**config.mk**
```make
export PLATFORM = sky130hd
export DESIGN_NAME = cpu_effective_address_generator
export DESIGN_NICKNAME = d
export VERILOG_FILES = /design/src/rtl/ceag_pkg.sv /design/src/rtl/ceag_calc.sv /design/src/rtl/cpu_effective_address_generator.sv
export SDC_FILE = /design/constraint.sdc
export NUM_CORES = 1
export LEC_CHECK = 0
export ABC_AREA = 1
export BUFFER_PORTS_ARGS = -buffer_cell sky130_fd_sc_hd__buf_2
export CAP_MARGIN = 10
export CORE_ASPECT_RATIO = 0.7
export CORE_MARGIN = 3
export CORE_UTILIZATION = 60
export DETAILED_ROUTE_END_ITERATION = 8
export GPL_TIMING_DRIVEN = 0
export PLACE_DENSITY = 0.82
export SETUP_SLACK_MARGIN = 0.5
export SLEW_MARGIN = 20
export SYNTH_ARGS = -nofsm -noshare
export SYNTH_HDL_FRONTEND = slang
export SYNTH_SLANG_ARGS = --single-unit
```
**constraint.sdc**
```tcl
create_clock -name clock -period 5.02 [get_ports clock]
set_input_delay 0.502 -clock clock [delete_from_list [all_inputs] [get_ports clock]]
set_output_delay 0.502 -clock clock [all_outputs]
set_load 0.01 [all_outputs]
```
**src/rtl/ceag_pkg.sv**
```systemverilog
// ----------------------------------------------------------------------------
// ceag_pkg
// Shared types and mode codes for the effective address generator.
// ----------------------------------------------------------------------------
package ceag_pkg;

   localparam int unsigned AddrWidth = 24;
   localparam int unsigned RegWidth  = 16;
   localparam int unsigned BankWidth = 8;
   localparam int unsigned ModeWidth = 5;

   localparam logic [ModeWidth-1:0] MODE_DP        = 5'd0;
   localparam logic [ModeWidth-1:0] MODE_DPX       = 5'd1;
   localparam logic [ModeWidth-1:0] MODE_DPY       = 5'd2;
   localparam logic [ModeWidth-1:0] MODE_IDP       = 5'd3;
   localparam logic [ModeWidth-1:0] MODE_IDPX      = 5'd4;
   localparam logic [ModeWidth-1:0] MODE_IDPY      = 5'd5;
   localparam logic [ModeWidth-1:0] MODE_ILDP      = 5'd6;
   localparam logic [ModeWidth-1:0] MODE_ILDPY     = 5'd7;
   localparam logic [ModeWidth-1:0] MODE_ADDR      = 5'd8;
   localparam logic [ModeWidth-1:0] MODE_ADDR_PC   = 5'd9;
   localparam logic [ModeWidth-1:0] MODE_ADDRX     = 5'd10;
   localparam logic [ModeWidth-1:0] MODE_ADDRY     = 5'd11;
   localparam logic [ModeWidth-1:0] MODE_IADDRX    = 5'd12;
   localparam logic [ModeWidth-1:0] MODE_ILADDR    = 5'd13;
   localparam logic [ModeWidth-1:0] MODE_IADDR_PC  = 5'd14;
   localparam logic [ModeWidth-1:0] MODE_IADDRX_PC = 5'd15;
   localparam logic [ModeWidth-1:0] MODE_ILADDR_PC = 5'd16;
   localparam logic [ModeWidth-1:0] MODE_LONG      = 5'd17;
   localparam logic [ModeWidth-1:0] MODE_LONGX     = 5'd18;
   localparam logic [ModeWidth-1:0] MODE_SR        = 5'd19;
   localparam logic [ModeWidth-1:0] MODE_ISRY      = 5'd20;

   localparam logic [1:0] PTR_NONE = 2'd0;
   localparam logic [1:0] PTR_WORD = 2'd1;
   localparam logic [1:0] PTR_LONG = 2'd2;

   typedef struct packed {
      logic                 phase;
      logic [ModeWidth-1:0] mode;
      logic [AddrWidth-1:0] operand;
      logic [AddrWidth-1:0] fetched_pointer;
      logic [RegWidth-1:0]  direct_page;
      logic [RegWidth-1:0]  index_x;
      logic [RegWidth-1:0]  index_y;
      logic [RegWidth-1:0]  stack_pointer;
      logic [BankWidth-1:0] data_bank;
      logic [BankWidth-1:0] program_bank;
   } req_type;

   typedef struct packed {
      logic [AddrWidth-1:0] address;
      logic                 bank_crossed;
      logic [1:0]           pointer_size;
      logic                 mode_error;
   } rsp_type;

endpackage

```
**src/rtl/ceag_calc.sv**
```systemverilog
// ----------------------------------------------------------------------------
// ceag_calc
// Address arithmetic for one word: base address, pointer finish, bank cross.
// ----------------------------------------------------------------------------
module ceag_calc (
   input  ceag_pkg::req_type req,
   input  logic              crossed,
   output ceag_pkg::rsp_type rsp
);
   import ceag_pkg::*;

   logic [7:0]           lo;
   logic [RegWidth-1:0]  dp_sum;
   logic [RegWidth-1:0]  dpx_sum;
   logic [RegWidth-1:0]  dpy_sum;
   logic [RegWidth-1:0]  sp_sum;
   logic [RegWidth-1:0]  opx_sum;
   logic [AddrWidth-1:0] longx_sum;
   logic [AddrWidth-1:0] ptry_sum;
   logic [AddrWidth-1:0] isry_sum;
   logic [RegWidth-1:0]  idx_low;
   logic [RegWidth-1:0]  idx_val;
   logic [AddrWidth:0]   idx_sum;
   logic                 idx_cross;
   logic                 idx_update;
   logic [AddrWidth-1:0] addr;
   logic [1:0]           psize;
   logic                 err;

   always_comb begin
      lo        = req.operand[7:0];
      dp_sum    = req.direct_page + {8'd0, lo};
      dpx_sum   = req.direct_page + req.index_x + {8'd0, lo};
      dpy_sum   = req.direct_page + req.index_y + {8'd0, lo};
      sp_sum    = req.stack_pointer + {8'd0, lo};
      opx_sum   = req.operand[RegWidth-1:0] + req.index_x;
      longx_sum = req.operand + {8'd0, req.index_x};
      ptry_sum  = req.fetched_pointer + {8'd0, req.index_y};
      isry_sum  = {req.data_bank, req.fetched_pointer[RegWidth-1:0]}
                  + {8'd0, req.index_y};

      idx_low   = req.phase ? req.fetched_pointer[RegWidth-1:0]
                            : req.operand[RegWidth-1:0];
      idx_val   = (req.phase || (req.mode == MODE_ADDRY)) ? req.index_y : req.index_x;
      idx_sum   = {1'b0, req.data_bank, 16'd0} + {9'd0, idx_low} + {9'd0, idx_val};
      idx_cross = idx_sum[AddrWidth:RegWidth] != {1'b0, req.data_bank};
   end

   always_comb begin
      addr       = req.operand;
      psize      = PTR_NONE;
      err        = 1'b0;
      idx_update = 1'b0;
      if (!req.phase) begin
         unique case (req.mode)
            MODE_DP:  addr = {8'd0, dp_sum};
            MODE_DPX: addr = {8'd0, dpx_sum};
            MODE_DPY: addr = {8'd0, dpy_sum};
            MODE_IDP, MODE_IDPY: begin
               addr  = {8'd0, dp_sum};
               psize = PTR_WORD;
            end
            MODE_IDPX: begin
               addr  = {8'd0, dpx_sum};
               psize = PTR_WORD;
            end
            MODE_ILDP, MODE_ILDPY: begin
               addr  = {8'd0, dp_sum};
               psize = PTR_LONG;
            end
            MODE_ADDR: addr = {req.data_bank, req.operand[RegWidth-1:0]};
            MODE_ADDR_PC, MODE_IADDR_PC:
               addr = {req.program_bank, req.operand[RegWidth-1:0]};
            MODE_ADDRX, MODE_ADDRY: begin
               addr       = idx_sum[AddrWidth-1:0];
               idx_update = 1'b1;
            end
            MODE_IADDRX: begin
               addr  = {8'd0, opx_sum};
               psize = PTR_WORD;
            end
            MODE_ILADDR: begin
               addr  = {8'd0, req.operand[RegWidth-1:0]};
               psize = PTR_LONG;
            end
            MODE_IADDRX_PC: addr = {req.program_bank, opx_sum};
            MODE_LONGX:     addr = longx_sum;
            MODE_SR:        addr = {8'd0, sp_sum};
            MODE_ISRY: begin
               addr  = {8'd0, sp_sum};
               psize = PTR_WORD;
            end
            default: addr = req.operand;
         endcase
      end else begin
         unique case (req.mode)
            MODE_IDP, MODE_IDPX:
               addr = {req.data_bank, req.fetched_pointer[RegWidth-1:0]};
            MODE_IDPY: begin
               addr       = idx_sum[AddrWidth-1:0];
               idx_update = 1'b1;
            end
            MODE_ILDP, MODE_ILADDR: addr = req.fetched_pointer;
            MODE_ILDPY:  addr = ptry_sum;
            MODE_IADDRX: addr = {req.program_bank, req.fetched_pointer[RegWidth-1:0]};
            MODE_ISRY:   addr = isry_sum;
            default: begin
               addr = req.operand;
               err  = 1'b1;
            end
         endcase
      end
   end

   assign rsp.address      = addr;
   assign rsp.bank_crossed = idx_update ? idx_cross : crossed;
   assign rsp.pointer_size = psize;
   assign rsp.mode_error   = err;

endmodule

```
**src/rtl/cpu_effective_address_generator.sv**
```systemverilog
// ----------------------------------------------------------------------------
// cpu_effective_address_generator
// Two-phase effective address generation for all 21 addressing modes.
// Path: a request goes into the input register, then its address into the
// result register. Throughput: one word per cycle while rsp_stall is low,
// set by the input and result registers.
// Reset: synchronous; clears both valid stages and the bank-crossed flag.
// ----------------------------------------------------------------------------
module cpu_effective_address_generator (
   input  logic                               clock,
   input  logic                               reset,
   input  logic                               req_valid,
   output logic                               req_stall,
   input  logic                               req_phase,
   input  logic [ceag_pkg::ModeWidth-1:0]     req_mode,
   input  logic [ceag_pkg::AddrWidth-1:0]     req_operand,
   input  logic [ceag_pkg::AddrWidth-1:0]     req_fetched_pointer,
   input  logic [ceag_pkg::RegWidth-1:0]      req_direct_page,
   input  logic [ceag_pkg::RegWidth-1:0]      req_index_x,
   input  logic [ceag_pkg::RegWidth-1:0]      req_index_y,
   input  logic [ceag_pkg::RegWidth-1:0]      req_stack_pointer,
   input  logic [ceag_pkg::BankWidth-1:0]     req_data_bank,
   input  logic [ceag_pkg::BankWidth-1:0]     req_program_bank,
   output logic                               rsp_valid,
   input  logic                               rsp_stall,
   output logic [ceag_pkg::AddrWidth-1:0]     rsp_address,
   output logic                               rsp_bank_crossed,
   output logic [1:0]                         rsp_pointer_size,
   output logic                               rsp_mode_error
);
   import ceag_pkg::*;

   logic    req_valid_ff;
   logic    req_valid_in;
   req_type req_ff;
   req_type req_in;
   logic    rsp_valid_ff;
   logic    rsp_valid_in;
   rsp_type rsp_ff;
   rsp_type calc_rsp;
   logic    crossed_ff;
   logic    crossed_in;
   logic    rsp_load;
   logic    req_load;

   assign rsp_load = req_valid_ff && (!rsp_valid_ff || !rsp_stall);
   assign req_load = !req_valid_ff || rsp_load;
   assign req_stall = !req_load;

   always_comb begin
      req_in.phase           = req_phase;
      req_in.mode            = req_mode;
      req_in.operand         = req_operand;
      req_in.fetched_pointer = req_fetched_pointer;
      req_in.direct_page     = req_direct_page;
      req_in.index_x         = req_index_x;
      req_in.index_y         = req_index_y;
      req_in.stack_pointer   = req_stack_pointer;
      req_in.data_bank       = req_data_bank;
      req_in.program_bank    = req_program_bank;

      req_valid_in = req_load ? req_valid : req_valid_ff;
      rsp_valid_in = rsp_load ? 1'b1 : (rsp_valid_ff && rsp_stall);
      crossed_in   = rsp_load ? calc_rsp.bank_crossed : crossed_ff;
   end

   ceag_calc u_calc (
      .req     (req_ff),
      .crossed (crossed_ff),
      .rsp     (calc_rsp)
   );

   always_ff @(posedge clock) begin
      if (reset) begin
         req_valid_ff <= 1'b0;
         rsp_valid_ff <= 1'b0;
         crossed_ff   <= 1'b0;
      end else begin
         req_valid_ff <= req_valid_in;
         rsp_valid_ff <= rsp_valid_in;
         crossed_ff   <= crossed_in;
      end
   end

   always_ff @(posedge clock) begin
      if (req_load && req_valid) begin
         req_ff <= req_in;
      end
      if (rsp_load) begin
         rsp_ff <= calc_rsp;
      end
   end

   assign rsp_valid        = rsp_valid_ff;
   assign rsp_address      = rsp_ff.address;
   assign rsp_bank_crossed = rsp_ff.bank_crossed;
   assign rsp_pointer_size = rsp_ff.pointer_size;
   assign rsp_mode_error   = rsp_ff.mode_error;

endmodule
```
* After elaboration in Yosys (flattened, before gate mapping) *
Index checks and enable logic that the tools add are counted.

operators by class
  eq/ne operators = 19
  reduce and logical (&&, ||, !) cells = 21
  multiplexer cells = 12
  add/sub/neg operators = 12

operator list
  kind                                                                    count
  24-bit case mux with 11 select lines                                    1
  24-bit case mux with 6 select lines                                     1
  24-bit by 16-bit adder with 24-bit output                               3
  16-bit by 8-bit adder with 16-bit output                                4
  16-bit adder                                                            3
  5-bit by 4-bit equality test with 1-bit output (second input constant)  8
  16-bit two-way mux                                                      2
  24-bit by 16-bit adder with 25-bit output                               1
  25-bit by 16-bit adder with 25-bit output                               1
  24-bit two-way mux                                                      1
  5-bit by 3-bit equality test with 1-bit output (second input constant)  4
  5-bit equality test (second input constant)                             3
  2-bit OR reduction                                                      6
  5-bit by 2-bit equality test with 1-bit output (second input constant)  2
  5-bit OR reduction                                                      2
  9-bit by 8-bit != test with 1-bit output                                1
  8-bit OR reduction                                                      1
  1-bit two-way mux                                                       6
  5-bit by 1-bit equality test with 1-bit output (second input constant)  1
  5-bit logical NOT                                                       1
  1-bit logical NOT                                                       4
  2-bit case mux with 2 select lines                                      1
  1-bit logical AND                                                       3
  1-bit logical OR                                                        3
  3-bit OR reduction                                                      1

word-level totals
  register bits after elaboration = 165
  logic and storage cells = 81
  input bits = 138

* Logic depth before layout (Yosys ltp) *
  depth after elaboration = 6
  gate-level depth with buffers = 24

* Cells and area by module *
A second synthesis with hierarchy kept.

second synthesis, totals
  cells, all modules = 1791
  area total of the unflattened synthesis = 13746.9 sq um

by module, submodules not included
  module                           cells each  area each (sq um)  times used
  ceag_calc                        1610        8748.4             1
  cpu_effective_address_generator  181         4998.5             1

* Least setup slack after synthesis *
Ideal clock, no wire load.

  kind = input to register
  from = input rsp_stall
  to = register req_ff[0] in the netlist's numbering, enable pin
  setup slack = 1.154 ns
  arrival = 3.379 ns
  cell stages on the path = 5
  buffers on the path = 0
  cell sequence = nand2_1 nor2_1 inv_1 nand2_1 inv_1

on the way
  cells in the longest elaborated chain, start to end = 5

ends and longest elaborated chain
  item                    line                                   RTL
  start: declaration      cpu_effective_address_generator.sv:25  input logic rsp_stall,
  1-bit logical NOT       cpu_effective_address_generator.sv:46  assign rsp_load = req_valid_ff && (!rsp_valid_ff || !rsp_stall);
  1-bit logical OR        cpu_effective_address_generator.sv:46
  1-bit logical AND       cpu_effective_address_generator.sv:46
  1-bit logical OR        cpu_effective_address_generator.sv:47  assign req_load = !req_valid_ff || rsp_load;
  1-bit logical AND       cpu_effective_address_generator.sv:86  if (req_load && req_valid) begin
  end signal: assignment  cpu_effective_address_generator.sv:87  req_ff <= req_in;
  end: declaration        cpu_effective_address_generator.sv:35  req_type req_ff;

Every way passes these cells.
A chain may end at the register's enable or synchronous reset.

==> impl_summary.txt <==
----------------------------------------------------
[Outcome]
  Outcome ... complete, no violations

[Layout]
  Leading cell types in the layout, fill and taps excluded ... 555 x sky130_fd_sc_hd__nand2_1, 203 x sky130_fd_sc_hd__inv_1, 181 x sky130_fd_sc_hd__nand3_1, 173 x sky130_fd_sc_hd__buf_2, 162 x sky130_fd_sc_hd__edfxtp_1
  Sequential cell area in the final layout ... 4920 sq um
  Most common cell after layout, fill and taps aside ... sky130_fd_sc_hd__nand2_1
  Count of fill cells added during filler insertion ... 1,758
  Combined area of the multi-input logic cells ... 7980 sq um
  Total number of nets in the final design ... 2,306
  Area Growth Syn to Fin ... 14.0%
  Share of final-layout standard cells stronger than drive strength 1 ... 14.3%

[Placed design]
  Port buffer count ... 167
  Place WS ... 0.543 ns
  Final RePlAce weighted congestion ... 1.08
  Placed wire-length estimate after detailed placement ... 42.8 mm

[Global route]
  Largest net degree at the start of global routing ... 75
  Initial antenna violation count ... 0
  Tot GR Track Use ... 42.6%
  Number of global-route vias before repair ... 14,000
  GR Overflow Total ... 0
  Global-route wire length before repair ... 80.3 mm

[Setup path]
  Startpoint-to-endpoint class of the critical path ... register to register
  Critical path required time ... 5.22 ns
  Top fanout value on the critical path ... 10
  Critical Path End Type ... register
  CP startpoint kind ... register
  Signal arrival time at the worst endpoint ... 4.58 ns

[Synth]
  Cell area after technology mapping ... 13,900 sq um
  Syn nets ... 2,113
  Post-synthesis instance total ... 1,854
  Number of flops mapped to enable cells by yosys ... 162
  Share of flip-flops with an asynchronous set or reset after synthesis ... 0%
  Synthesis-stage register bit count ... 165
  Number of different library cells in the post-synthesis netlist ... 52
  Post-synth top flop ... sky130_fd_sc_hd__edfxtp_1
  Average cell area after synthesis ... 7.48 sq um
  Part of the Yosys area used for sequential elements ... 35.5%
  Yosys warns ... 0

[Pwr]
  Maximum vdd drop ... 0.275 mV
  Sw power ... 1.75 mW
  Switching part of the total power ... 38.4%
  Share of power burned in registers ... 37.8%
  Pwr Density ... 289 nW/um^2
  Leakage power ... 7.46 nW
  Clock power share ... 30.7%
  Total power after layout ... 4.57 mW
  Internal portion of total power ... 2.82 mW
  Proportion of power drawn by combinational gates ... 31.5%

[STA]
  Worst slew slack as a fraction of its limit ... 39.1%
  Clk_skew ... 0.0137 ns
  Slew Viols, Final ... 0
  Setup slack after layout ... 0.644 ns
  Count of endpoints failing setup in the final report ... 0
  Setup repair after global routing missed its margin ... no
  Worst slew pin tran ... 0.914 ns
  Final clock period utilization by the worst path ... 87.2%
  Max Clock Freq ... 229 MHz
  Period minus WS final ... 4.38 ns
  Number of failing hold endpoints at the final stage ... 0
  Final TNS setup ... 0 ns

[Floorplanning]
  Chip width ... 188 um
  Placement Rows ... 45
  Die outline height ... 133 um
  Number of primary I/O pins ... 168
  Initial standard-cell utilization of the core ... 62.5%
  Area of the die ... 25,000 sq um
  Area of the core ... 22,200 sq um

[Drt]
  Total detailed-routing wirelength ... 54.0 mm
  WL per Instance ... 22.8 um
  Remaining antenna violation count ... 0
  DR DRC count ... 0
  Number of detailed-route iterations in the first pass ... 7
  Overall via count from detail_route ... 15,000
  Via-per-instance ratio ... 6.33
  First-iteration detailed-routing DRC count ... 2,238

[Clocking]
  Buffer type at the clock tree root ... sky130_fd_sc_hd__clkbuf_16
  Max H-tree Level ... 4
  Total CTS buffers ... 17
  Deepest clock path buffer count ... 2
  Count of hold buffers inserted by post-cts repair ... 0
  CTS sink cnt ... 165
  Clock Latency Late Sink ... 0.47 ns
  Clock-pin slew of the registers on the worst-case setup and hold paths ... 0.08 ns
  CTS tree ... done

[Min path]
  Worst min-delay path class ... input pin to register

[Run]
  Count of max-cap constraint violations ... 0

----------------------------------------------------
-- routing by layer --
layer / global-route usage, % / vias up / part of all wire, %
li1: - / 6683 / -
met1: 59.1 / 6841 / 39
met2: 59.0 / 1264 / 39
met3: 20.3 / 184 / 19
met4: 13.2 / 0 / 3.3
met5: 0 / - / 0
-- critical path, stage by stage (launching register included) --
cell                       delay, ns
sky130_fd_sc_hd__edfxtp_1       0.54
sky130_fd_sc_hd__nor2_2         0.30
sky130_fd_sc_hd__nand3_4        0.19
sky130_fd_sc_hd__nand2_2        0.19
sky130_fd_sc_hd__buf_6          0.17
sky130_fd_sc_hd__buf_2          0.31
sky130_fd_sc_hd__nand2_1        0.09
sky130_fd_sc_hd__nand2_1        0.10
sky130_fd_sc_hd__ha_1           0.22
sky130_fd_sc_hd__inv_1          0.08
sky130_fd_sc_hd__fa_1           0.42
sky130_fd_sc_hd__nor2_2         0.25
sky130_fd_sc_hd__nand2_1        0.08
sky130_fd_sc_hd__nand2_1        0.11
sky130_fd_sc_hd__nand2_1        0.07
sky130_fd_sc_hd__nand2_1        0.16
sky130_fd_sc_hd__nand3_2        0.13
sky130_fd_sc_hd__nor2_2         0.16
sky130_fd_sc_hd__a21oi_1        0.08
sky130_fd_sc_hd__o21ai_0        0.14
sky130_fd_sc_hd__nand2_1        0.12
sky130_fd_sc_hd__nand2_1        0.07
sky130_fd_sc_hd__nand2_1        0.11
-- area by class of cell --
cell class	instances	area share, %
antenna	2	0.0316
buffer	30	1.07
clock buffer	17	2.69
clock inverter	15	1.31
inverter	215	5.16
multi-input combinational	1444	50.5
sequential	165	31.1
tap	305	2.41
timing repair buffer	174	5.74
-- registers in the layout (all words and copies together) (netlist names) --
register	flops
crossed_ff	1
req_valid_ff	1
rsp_bank_crossed	1
rsp_valid	1
rsp_mode_error	1
rsp_pointer_size	2
rsp_address	24
req_ff	134
-- final timing paths --
path,cells after the start,end,slack [ns],from
hold reg to reg,2,rsp_valid,0.48,req_valid_ff
setup / recovery,22,rsp_address[12],0.64,req_ff[129]
hold / removal,1,req_ff[110],0.20,req_operand[6]
setup reg to reg,22,rsp_address[12],0.64,req_ff[129]
-- cells by family (layout without fill, tap and decap cells) --
logic type      after synthesis  in the layout  synth area share [%]
simple gates                974            974                  30.2
mux                          14             14                  1.14
flops                       165            165                  35.5
fa+ha+maj                   121            121                  12.1
xor+xnor                     19             19                  1.20
other cells                   0              2                     0
buf+inv                     245            451                  7.03
compound gates              316            316                  12.9
-- per-stage QoR --
stage / area (sq um) / hold slack [ns] / cells / util (%)
floorplan: 13900 / 0.445 / 1854 / -
global placement: 15100 / 0.451 / 2326 / 68.0
detailed placement: 15100 / 0.483 / 2327 / 68.2
CTS: 15800 / 0.202 / 2359 / 71.0
global route: 15800 / 0.194 / 2365 / 71.3
finish: 15800 / 0.205 / 2367 / 71.3
-- power groups by stage --
stage	combinational [mW]	sequential [mW]	clock (mW)
2_1_floorplan	0.917	1.71	0
3_3_place_gp	1.30	1.75	0
3_5_place_dp	1.34	1.75	0
4_1_cts	1.36	1.72	1.39
5_1_grt	1.56	1.73	1.46
6_report	1.44	1.73	1.40
-- cells in the mapped netlist (all sizes together) (12+ instances only) --
library cell    n  area, sq um
nand2         557         2100
inv           214          803
nand3         187          981
edfxtp        162         4860
nor2          159          649
o21ai         131          682
a21oi         121          606
ha             99         1240
nand4          25          156
fa             22          440
buf            17          120
nor3           16         96.4
mux2           14          158
nand3b         14          105
clkbuf         13         48.8
or2            12         75.1
-- timing repair --
item | in CTS | in global routing
gates resized for setup | 0 | 3
buffers inserted | 0 | 6
endpoints found under the setup margin | 0 | 18
endpoints found under the hold margin | 0 | 0
Note: power is estimated with default switching activity, not from simulation.
